File: config.mk
export PLATFORM = sky130hd
export DESIGN_NAME = flywheel_speed_pd_controller
export DESIGN_NICKNAME = d
export VERILOG_FILES = /design/src/rtl/fsc_pkg.sv /design/src/rtl/flywheel_speed_pd_controller.sv /design/src/rtl/fsc_div.sv
export SDC_FILE = /design/constraint.sdc
export NUM_CORES = 2
export LEC_CHECK = 0
export BUFFER_PORTS_ARGS = -buffer_cell sky130_fd_sc_hd__clkbuf_2
export CAP_MARGIN = 20
export CORE_AREA = 2 2 387 389
export DETAILED_ROUTE_END_ITERATION = 10
export DIE_AREA = 0 0 389 391
export SLEW_MARGIN = 20
export SYNTH_ARGS = -nofsm -noshare
export SYNTH_HDL_FRONTEND = slang
export SYNTH_HIERARCHICAL = 1
export SYNTH_SLANG_ARGS = --single-unit
File: constraint.sdc
create_clock -name clk -period 9.2 [get_ports clk]
set_input_delay 0.46 -clock clk [delete_from_list [all_inputs] [get_ports clk]]
set_output_delay 0.46 -clock clk [all_outputs]
set_load 0.03 [all_outputs]
File: src/rtl/fsc_pkg.sv
`timescale 1ns / 1ps
// ----------------------------------------------------------------------------
// fsc_pkg - shared types and constants for the flywheel speed controller
// Field widths, fixed-point scales, register indexes and the divider
// request/response structs used by the top level and the serial divider.
// ----------------------------------------------------------------------------
package fsc_pkg;

    // Field widths
    localparam int TARGET_W    = 14;
    localparam int COUNT_W     = 32;
    localparam int TIME_W      = 32;
    localparam int SPEED_W     = 14;
    localparam int DRIVE_W     = 17;
    localparam int GAIN_W      = 24;
    localparam int STEP_W      = 20;
    localparam int ERR_W       = 16;
    localparam int RATE_W      = 17;

    // Stream packing
    localparam int IN_TDATA_W  = 80;
    localparam int OUT_TDATA_W = 32;
    localparam int OUT_TUSER_W = 2;

    // Configuration port
    localparam int CFG_IDX_W   = 3;
    localparam int CFG_DATA_W  = 32;

    // Estimator constants
    localparam int COUNTS_DIVISOR = 6;
    localparam int FILTER_SHIFT   = 4;

    // Count delta times the microsecond scale fits in 40 bits
    localparam int DVD_W = 40;
    // Time delta times the counts divisor
    localparam int DVS_W = TIME_W + $clog2(COUNTS_DIVISOR);

    // Shared multiplier: unsigned gain by signed operand
    localparam int MB_W   = 21;
    localparam int PROD_W = GAIN_W + 1 + MB_W;
    // Accumulator for the PD sum and the speed filter
    localparam int ACC_W  = 43;

    localparam int DRIVE_FRAC = 16;
    localparam int HALF_LSB   = 1 << (DRIVE_FRAC - 1);

    localparam logic [GAIN_W-1:0]  RATE_SCALE = 24'd1000000;
    localparam logic [DRIVE_W-1:0] FULL_DRIVE = 17'd65536;

    // Register reset values
    localparam logic [GAIN_W-1:0]   PROP_GAIN_RST  = 24'd25770;
    localparam logic [GAIN_W-1:0]   DERIV_GAIN_RST = 24'd429497;
    localparam logic [TIME_W-1:0]   INTERVAL_RST   = 32'd100000;
    localparam logic [TARGET_W-1:0] LOW_RPM_RST    = 14'd1300;
    localparam logic [DRIVE_W-1:0]  LOW_DRIVE_RST  = 17'd9830;
    localparam logic [SPEED_W-1:0]  MAX_RPM_RST    = 14'd10000;
    localparam logic [STEP_W-1:0]   MAX_STEP_RST   = 20'd10000;

    // Register indexes
    typedef enum logic [CFG_IDX_W-1:0] {
        REG_PROP_GAIN      = 3'd0,
        REG_DERIV_GAIN     = 3'd1,
        REG_UPDATE_INTERVAL = 3'd2,
        REG_LOW_TARGET_RPM = 3'd3,
        REG_LOW_TARGET_DRIVE = 3'd4,
        REG_MAX_RPM        = 3'd5,
        REG_MAX_COUNT_STEP = 3'd6
    } cfg_reg_e;

    // Divider request and response
    typedef struct packed {
        logic             start;
        logic [DVD_W-1:0] dividend;
        logic [DVS_W-1:0] divisor;
    } div_req_t;

    typedef struct packed {
        logic             done;
        logic [DVD_W-1:0] quotient;
    } div_rsp_t;

endpackage

File: src/rtl/flywheel_speed_pd_controller.sv
`timescale 1ns / 1ps
// ----------------------------------------------------------------------------
// flywheel_speed_pd_controller - encoder rate estimate with incremental PD drive
// Processing: an input beat with no update due goes from S_CHECK straight to
//   S_OUT; a full update also waits on the 40-step serial divider.
// Throughput: one item at a time; s_tready is high only while idle. A result
//   may wait in the output register while the next item is taken.
// Reset (rst_n low, asynchronous): registers to defaults, state cleared, idle.
// ----------------------------------------------------------------------------
module flywheel_speed_pd_controller (
    input  logic                               clk,
    input  logic                               rst_n,
    // target_rpm[13:0], encoder_count[45:14], time_us[77:46], zero pad
    input  logic [fsc_pkg::IN_TDATA_W-1:0]     s_tdata,
    input  logic                               s_tvalid,
    output logic                               s_tready,
    // motor_drive[16:0], speed_estimate[30:17], zero pad
    output logic [fsc_pkg::OUT_TDATA_W-1:0]    m_tdata,
    // control_ran[0], reading_rejected[1]
    output logic [fsc_pkg::OUT_TUSER_W-1:0]    m_tuser,
    output logic                               m_tvalid,
    input  logic                               m_tready,
    input  logic                               cfg_valid,
    output logic                               cfg_ready,
    input  logic [fsc_pkg::CFG_IDX_W-1:0]      cfg_index,
    input  logic [fsc_pkg::CFG_DATA_W-1:0]     cfg_data
);
    import fsc_pkg::*;

    typedef enum logic [4:0] {
        S_IDLE, S_CHECK, S_JUMP, S_DT, S_MDC, S_DIVGO, S_DIVWAIT, S_EST1,
        S_EST2, S_SPEED, S_ERR, S_MP, S_MD, S_SUM, S_FIN, S_CLAMP, S_OUT
    } state_t;

    // Configuration registers
    logic [GAIN_W-1:0]   prop_gain_reg;
    logic [GAIN_W-1:0]   deriv_gain_reg;
    logic [TIME_W-1:0]   interval_reg;
    logic [TARGET_W-1:0] low_rpm_reg;
    logic [DRIVE_W-1:0]  low_drive_reg;
    logic [SPEED_W-1:0]  max_rpm_reg;
    logic [STEP_W-1:0]   max_step_reg;

    // Controller state
    logic [COUNT_W-1:0]       last_count_reg;
    logic [TIME_W-1:0]        last_count_time_reg;
    logic [SPEED_W-1:0]       last_speed_reg;
    logic signed [ERR_W-1:0]  last_error_reg;
    logic [DRIVE_W-1:0]       drive_level_reg;
    logic [TIME_W-1:0]        last_update_time_reg;

    // Working registers
    state_t                   state_reg;
    logic [TARGET_W-1:0]      target_reg;
    logic [COUNT_W-1:0]       count_reg;
    logic [TIME_W-1:0]        now_reg;
    logic signed [COUNT_W:0]  dc_reg;
    logic [TIME_W-1:0]        dt_reg;
    logic [DVS_W-1:0]         divisor_reg;
    logic signed [ERR_W-1:0]  err_reg;
    logic signed [RATE_W-1:0] rate_reg;
    logic signed [ACC_W-1:0]  acc_reg;
    logic signed [PROD_W-1:0] prod_reg;
    logic                     ran_reg;
    logic                     rej_reg;

    // Output register
    logic                     out_valid_reg;
    logic [DRIVE_W-1:0]       out_drive_reg;
    logic [SPEED_W-1:0]       out_speed_reg;
    logic                     out_ran_reg;
    logic                     out_rej_reg;

    // Datapath nets
    logic [GAIN_W-1:0]            mul_a;
    logic signed [MB_W-1:0]       mul_b;
    logic signed [PROD_W-1:0]     prod_next;
    logic [TIME_W-1:0]            elapsed;
    logic signed [COUNT_W:0]      dc_next;
    logic [SPEED_W+FILTER_SHIFT-1:0] ls_scaled;
    logic [ACC_W-FILTER_SHIFT-1:0]   est;
    logic [ERR_W-2:0]             abs_err;
    logic [ERR_W+2:0]             abs_err_x10;
    logic                         outside_band;
    logic [DRIVE_W-1:0]           low_drive_sat;
    logic [ACC_W-DRIVE_FRAC-2:0]  drive_q;
    div_req_t                     div_req;
    div_rsp_t                     div_rsp;

    assign cfg_ready = 1'b1;
    assign s_tready  = (state_reg == S_IDLE);

    // Register writes
    always_ff @(posedge clk or negedge rst_n)
    begin
        if (!rst_n)
        begin
            prop_gain_reg  <= PROP_GAIN_RST;
            deriv_gain_reg <= DERIV_GAIN_RST;
            interval_reg   <= INTERVAL_RST;
            low_rpm_reg    <= LOW_RPM_RST;
            low_drive_reg  <= LOW_DRIVE_RST;
            max_rpm_reg    <= MAX_RPM_RST;
            max_step_reg   <= MAX_STEP_RST;
        end
        else if (cfg_valid)
        begin
            unique case (cfg_reg_e'(cfg_index))
                REG_PROP_GAIN:        prop_gain_reg  <= cfg_data[GAIN_W-1:0];
                REG_DERIV_GAIN:       deriv_gain_reg <= cfg_data[GAIN_W-1:0];
                REG_UPDATE_INTERVAL:  interval_reg   <= cfg_data[TIME_W-1:0];
                REG_LOW_TARGET_RPM:   low_rpm_reg    <= cfg_data[TARGET_W-1:0];
                REG_LOW_TARGET_DRIVE: low_drive_reg  <= cfg_data[DRIVE_W-1:0];
                REG_MAX_RPM:          max_rpm_reg    <= cfg_data[SPEED_W-1:0];
                REG_MAX_COUNT_STEP:   max_step_reg   <= cfg_data[STEP_W-1:0];
                default: ;
            endcase
        end
    end

    // Select operands of the shared multiplier
    always_comb
    begin
        unique case (state_reg)
            S_MDC:
            begin
                mul_a = RATE_SCALE;
                mul_b = MB_W'({1'b0, dc_reg[STEP_W-1:0]});
            end
            S_MD:
            begin
                mul_a = deriv_gain_reg;
                mul_b = MB_W'(rate_reg);
            end
            default:
            begin
                mul_a = prop_gain_reg;
                mul_b = MB_W'(err_reg);
            end
        endcase
        prod_next = $signed({1'b0, mul_a}) * mul_b;
    end

    // Side computations for the sequencer
    always_comb
    begin
        elapsed      = now_reg - last_update_time_reg;
        dc_next      = $signed({count_reg[COUNT_W-1], count_reg})
                     - $signed({last_count_reg[COUNT_W-1], last_count_reg});
        ls_scaled    = {last_speed_reg, {FILTER_SHIFT{1'b0}}}
                     - (SPEED_W+FILTER_SHIFT)'(last_speed_reg);
        est          = acc_reg[ACC_W-1:FILTER_SHIFT];
        abs_err      = err_reg[ERR_W-1] ? (ERR_W-1)'(-err_reg) : (ERR_W-1)'(err_reg);
        abs_err_x10  = (ERR_W+3)'({abs_err, 3'b000}) + (ERR_W+3)'({abs_err, 1'b0});
        outside_band = (abs_err_x10 > (ERR_W+3)'(target_reg));
        low_drive_sat = (low_drive_reg > FULL_DRIVE) ? FULL_DRIVE : low_drive_reg;
        drive_q      = acc_reg[ACC_W-2:DRIVE_FRAC];
    end

    assign div_req.start    = (state_reg == S_DIVGO);
    assign div_req.dividend = prod_reg[DVD_W-1:0];
    assign div_req.divisor  = divisor_reg;

    fsc_div u_div (
        .clk   (clk),
        .rst_n (rst_n),
        .req   (div_req),
        .rsp   (div_rsp)
    );

    // Sequencer, controller state and output register
    always_ff @(posedge clk or negedge rst_n)
    begin
        if (!rst_n)
        begin
            state_reg            <= S_IDLE;
            last_count_reg       <= '0;
            last_count_time_reg  <= '0;
            last_speed_reg       <= '0;
            last_error_reg       <= '0;
            drive_level_reg      <= '0;
            last_update_time_reg <= '0;
            target_reg           <= '0;
            count_reg            <= '0;
            now_reg              <= '0;
            dc_reg               <= '0;
            dt_reg               <= '0;
            divisor_reg          <= '0;
            err_reg              <= '0;
            rate_reg             <= '0;
            acc_reg              <= '0;
            prod_reg             <= '0;
            ran_reg              <= 1'b0;
            rej_reg              <= 1'b0;
            out_valid_reg        <= 1'b0;
            out_drive_reg        <= '0;
            out_speed_reg        <= '0;
            out_ran_reg          <= 1'b0;
            out_rej_reg          <= 1'b0;
        end
        else
        begin
            prod_reg <= prod_next;

            // Drop the result beat once taken, unless a new one loads now
            if (m_tready && (state_reg != S_OUT))
            begin
                out_valid_reg <= 1'b0;
            end

            unique case (state_reg)
                S_IDLE:
                begin
                    if (s_tvalid)
                    begin
                        target_reg <= s_tdata[TARGET_W-1:0];
                        count_reg  <= s_tdata[TARGET_W +: COUNT_W];
                        now_reg    <= s_tdata[TARGET_W+COUNT_W +: TIME_W];
                        ran_reg    <= 1'b0;
                        rej_reg    <= 1'b0;
                        state_reg  <= S_CHECK;
                    end
                end
                S_CHECK:
                begin
                    if (elapsed > interval_reg)
                    begin
                        last_update_time_reg <= now_reg;
                        dc_reg               <= dc_next;
                        state_reg            <= S_JUMP;
                    end
                    else
                    begin
                        state_reg <= S_OUT;
                    end
                end
                S_JUMP:
                begin
                    // Backward or huge jump: resync and keep the speed
                    if (dc_reg[COUNT_W] || (dc_reg[COUNT_W-1:0] > COUNT_W'(max_step_reg)))
                    begin
                        rej_reg             <= 1'b1;
                        last_count_reg      <= count_reg;
                        last_count_time_reg <= now_reg;
                        state_reg           <= S_SPEED;
                    end
                    else
                    begin
                        dt_reg    <= now_reg - last_count_time_reg;
                        state_reg <= S_DT;
                    end
                end
                S_DT:
                begin
                    if (dt_reg == '0)
                    begin
                        rej_reg   <= 1'b1;
                        state_reg <= S_SPEED;
                    end
                    else
                    begin
                        divisor_reg <= DVS_W'(dt_reg) * DVS_W'(COUNTS_DIVISOR);
                        state_reg   <= S_MDC;
                    end
                end
                S_MDC:
                begin
                    state_reg <= S_DIVGO;
                end
                S_DIVGO:
                begin
                    state_reg <= S_DIVWAIT;
                end
                S_DIVWAIT:
                begin
                    if (div_rsp.done)
                    begin
                        acc_reg   <= $signed(ACC_W'(div_rsp.quotient));
                        state_reg <= S_EST1;
                    end
                end
                S_EST1:
                begin
                    // Filter: add (2^shift - 1) times the old speed
                    acc_reg   <= acc_reg + $signed(ACC_W'(ls_scaled));
                    state_reg <= S_EST2;
                end
                S_EST2:
                begin
                    if ((est == '0) || (est > (ACC_W-FILTER_SHIFT)'(max_rpm_reg)))
                    begin
                        rej_reg <= 1'b1;
                    end
                    else
                    begin
                        last_count_reg      <= count_reg;
                        last_count_time_reg <= now_reg;
                        last_speed_reg      <= est[SPEED_W-1:0];
                    end
                    state_reg <= S_SPEED;
                end
                S_SPEED:
                begin
                    // Skip the drive update on a stale speed above the limit
                    if (last_speed_reg > max_rpm_reg)
                    begin
                        state_reg <= S_OUT;
                    end
                    else
                    begin
                        ran_reg   <= 1'b1;
                        err_reg   <= $signed(ERR_W'(last_speed_reg)) - $signed(ERR_W'(target_reg));
                        state_reg <= S_ERR;
                    end
                end
                S_ERR:
                begin
                    rate_reg <= RATE_W'(err_reg) - RATE_W'(last_error_reg);
                    priority if ((target_reg != '0) && (target_reg < low_rpm_reg))
                    begin
                        drive_level_reg <= low_drive_sat;
                        last_error_reg  <= err_reg;
                        state_reg       <= S_OUT;
                    end
                    else if (target_reg == '0)
                    begin
                        drive_level_reg <= '0;
                        last_error_reg  <= err_reg;
                        state_reg       <= S_OUT;
                    end
                    else if (outside_band)
                    begin
                        state_reg <= S_MP;
                    end
                    else
                    begin
                        last_error_reg <= err_reg;
                        state_reg      <= S_OUT;
                    end
                end
                S_MP:
                begin
                    state_reg <= S_MD;
                end
                S_MD:
                begin
                    acc_reg   <= prod_reg[ACC_W-1:0];
                    state_reg <= S_SUM;
                end
                S_SUM:
                begin
                    acc_reg   <= acc_reg + prod_reg[ACC_W-1:0];
                    state_reg <= S_FIN;
                end
                S_FIN:
                begin
                    // Old drive in Q16, minus the PD step, plus half for rounding
                    acc_reg   <= ($signed(ACC_W'(drive_level_reg)) <<< DRIVE_FRAC)
                               - acc_reg + $signed(ACC_W'(HALF_LSB));
                    state_reg <= S_CLAMP;
                end
                S_CLAMP:
                begin
                    priority if (acc_reg[ACC_W-1])
                    begin
                        drive_level_reg <= '0;
                    end
                    else if (drive_q > (ACC_W-DRIVE_FRAC-1)'(FULL_DRIVE))
                    begin
                        drive_level_reg <= FULL_DRIVE;
                    end
                    else
                    begin
                        drive_level_reg <= drive_q[DRIVE_W-1:0];
                    end
                    last_error_reg <= err_reg;
                    state_reg      <= S_OUT;
                end
                S_OUT:
                begin
                    // Load the result once the output register is free
                    if (!out_valid_reg || m_tready)
                    begin
                        out_valid_reg <= 1'b1;
                        out_drive_reg <= drive_level_reg;
                        out_speed_reg <= last_speed_reg;
                        out_ran_reg   <= ran_reg;
                        out_rej_reg   <= rej_reg;
                        state_reg     <= S_IDLE;
                    end
                end
                default:
                begin
                    state_reg <= S_IDLE;
                end
            endcase
        end
    end

    assign m_tvalid = out_valid_reg;
    assign m_tdata  = {(OUT_TDATA_W-DRIVE_W-SPEED_W)'(0), out_speed_reg, out_drive_reg};
    assign m_tuser  = {out_rej_reg, out_ran_reg};

endmodule

File: src/rtl/fsc_div.sv
`timescale 1ns / 1ps
// ----------------------------------------------------------------------------
// fsc_div - serial restoring divider
// Produces one quotient bit per cycle; done pulses for one cycle when the
// quotient is final.
// ----------------------------------------------------------------------------
module fsc_div (
    input  logic             clk,
    input  logic             rst_n,
    input  fsc_pkg::div_req_t req,
    output fsc_pkg::div_rsp_t rsp
);
    import fsc_pkg::*;

    localparam int CNT_W = $clog2(DVD_W + 1);

    logic [DVD_W-1:0] quot_reg;
    logic [DVS_W-1:0] rem_reg;
    logic [DVS_W-1:0] divisor_reg;
    logic [CNT_W-1:0] cnt_reg;
    logic             busy_reg;
    logic             done_reg;

    logic [DVS_W:0]   shifted;
    logic [DVS_W:0]   trial;
    logic             fits;

    // Trial subtract of the divisor from the shifted remainder
    always_comb
    begin
        shifted = {rem_reg, quot_reg[DVD_W-1]};
        trial   = shifted - {1'b0, divisor_reg};
        fits    = (shifted >= {1'b0, divisor_reg});
    end

    // Iterate one quotient bit per cycle
    always_ff @(posedge clk or negedge rst_n)
    begin
        if (!rst_n)
        begin
            busy_reg    <= 1'b0;
            done_reg    <= 1'b0;
            cnt_reg     <= '0;
            quot_reg    <= '0;
            rem_reg     <= '0;
            divisor_reg <= '0;
        end
        else
        begin
            done_reg <= 1'b0;
            if (req.start)
            begin
                quot_reg    <= req.dividend;
                rem_reg     <= '0;
                divisor_reg <= req.divisor;
                cnt_reg     <= CNT_W'(DVD_W);
                busy_reg    <= 1'b1;
            end
            else if (busy_reg)
            begin
                rem_reg  <= fits ? trial[DVS_W-1:0] : shifted[DVS_W-1:0];
                quot_reg <= {quot_reg[DVD_W-2:0], fits};
                cnt_reg  <= cnt_reg - CNT_W'(1);
                if (cnt_reg == CNT_W'(1))
                begin
                    busy_reg <= 1'b0;
                    done_reg <= 1'b1;
                end
            end
        end
    end

    assign rsp.done     = done_reg;
    assign rsp.quotient = quot_reg;

endmodule

==> metrics.cfg <==
[clocking]
clockBufferDepth=3
cts_tree=yes
cts_buffers=90
clk_pin_slew_ns=0.06
post_cts_buffers=0
cts_hold_buffers=78
cts.sinks=741
cts_root_buffer=clkbuf_16
cts_resized=0
cts-htree-levels=3
clock_latency_ns=0.73

[sta]
max_freq_ghz=0.115
slew_headroom=0.283
rsz0062_at_grt=false
finalHoldViolCount=0
drv_slew=0
setup_viol=0
skew_ns=0.0555
worst_slew_pin_slew_ns=1.08
setup_tns_ns=0
post-route-min-period_ns=8.71
finalCritPeriodShare=0.947

[global_routing]
grt_pass1_vias=52000
grt_overflow=0
antenna_found_initial=16
grt_usage=0.260
grt_pass1_wl_mm=306
grt_max_degree=195

[floorplanning]
start_util=0.435
ioPinCount=157
dieArea_mm2=0.152
core_mm2=0.149
die_w_um=389
die_h_um=391
rows=142

[yosys]
netlist_instances=7003
avgSynthCellArea_um2=9.23
post_synth_num_cell_types=103
synth-async-reset-ratio=1.00
synth_edf_count=0
synth-seq-area-share=0.288
synth_flop_cell=dfrtp_1
synth_warnings=6
ys_ff_latch=741
synth_area_mm2=0.0646

[final_layout]
drive_above_1_share=0.120
area_growth_pct=11.7
final_cell_mix=inv_1 (944), nand2_1 (734), dfrtp_1 (695)
multi_input_area_mm2=0.0414
mostFrequentLayoutCell=inv_1
fillers=14200
final_nets=8346
final-seq-area_mm2=0.0186
post_layout_nonfiller_instances=9244

[worst_setup_path]
critPathKind=flip-flop to flip-flop
worstPathArrival_ns=9.32
path_buf_inv=8
cp-start-kind=flip-flop
max_stage_delay_ns=0.57
critical_path.top_delay_family=adder cells
path_max_fanout=16
crit_top_cell=fa_1
r2r-start=state_reg[4]
critPathCaptureType=flip-flop
cp.required_ns=9.81
crit_start=state_reg[4]
crit_slowest_cell=fa_1

[worst_hold_path]
holdCritPathClass=primary input to flip-flop
hold_start=s_tdata[14]

[drt]
ant_nets=0
vias=51700
wl_per_cell_um=21.3
via_per_inst=5.60
firstDrtPassIters=6
routed_wl_mm=197
drc=0
drt_iter0_markers=4282

[place]
dp_hpwl_mm=152
place_congestion=0.944
port_buffers=152
dp_cells=8993

[outcome]
status=finished, final reports clean

[job]
drv_cap=0

-- synthesized netlist by cell type (all sizes together), types with 83 or more instances --
cell,n,share of area
clkbuf,199,0.012
nor3,88,0.0069
xor2,99,0.013
a21oi,329,0.026
nor2,459,0.027
ha,580,0.11
xnor2,211,0.029
mux2,365,0.064
inv,946,0.055
dfrtp,696,0.27
a21o,165,0.019
fa,426,0.13
mux2i,83,0.013
o21ai,453,0.035
nand2,735,0.043
-- layout make-up --
cell class,instances,area share
timing repair buffer,389,0.0394
sequential,741,0.258
inverter,948,0.0493
clock buffer,121,0.0349
antenna,3,0.000104
clock inverter,48,0.0100
tap,1944,0.0337
multi-input combinational,5050,0.575
-- layer usage --
layer | share of wire | wire length, um | track usage | up-vias
met5 | 0.00035 | 69 | 0.00319 | -
met4 | 0.036 | 7030 | 0.0893 | 2
met2 | 0.45 | 88100 | 0.413 | 1528
met1 | 0.45 | 89300 | 0.361 | 25600
met3 | 0.064 | 12500 | 0.0383 | 338
li1 | - | - | - | 24300
-- worst paths after layout --
kind	endpoint	slack, ns	cells past startpoint
worst max-delay path	prod_reg[39]	0.49	32
worst min-delay path	count_reg[0]	0.06	2
worst max register to register	prod_reg[39]	0.49	32
worst min register to register	u_div/divisor_reg[12]	0.47	2
max in group asynchronous	prod_reg[38]	6.63	4
min in group asynchronous	now_reg[25]	0.33	2
-- metrics by stage --
| stage | cell area, um^2 | hold slack (ns) | util | worst slack, ns |
|---|---|---|---|---|
| global route | 72100 | 0.0210 | 0.486 | 0.0404 |
| global placement | 68100 | 0.462 | 0.458 | 0.700 |
| CTS | 72100 | 0.0120 | 0.485 | 0.546 |
| finish | 72100 | 0.0571 | 0.486 | 0.489 |
| detailed placement | 68100 | 0.465 | 0.458 | 0.620 |
| floorplan | 64600 | 0.164 | - | 0.962 |
-- logic make-up (layout without fill, tap and decap cells) --
| family | after synthesis | in the layout | share of synthesized area |
|---|---|---|---|
| compound gates | 1559 | 1559 | 0.155 |
| xor+xnor | 310 | 310 | 0.0420 |
| buf+inv | 1213 | 1506 | 0.0724 |
| fa+ha+maj | 1006 | 1006 | 0.244 |
| mux | 448 | 448 | 0.0769 |
| simple gates | 1724 | 1724 | 0.121 |
| flops | 741 | 741 | 0.288 |
| other cells | 2 | 6 | 0.000116 |
Power is not shown: default switching activity piles up to over one toggle a cycle in this logic, so the estimate is an artifact.
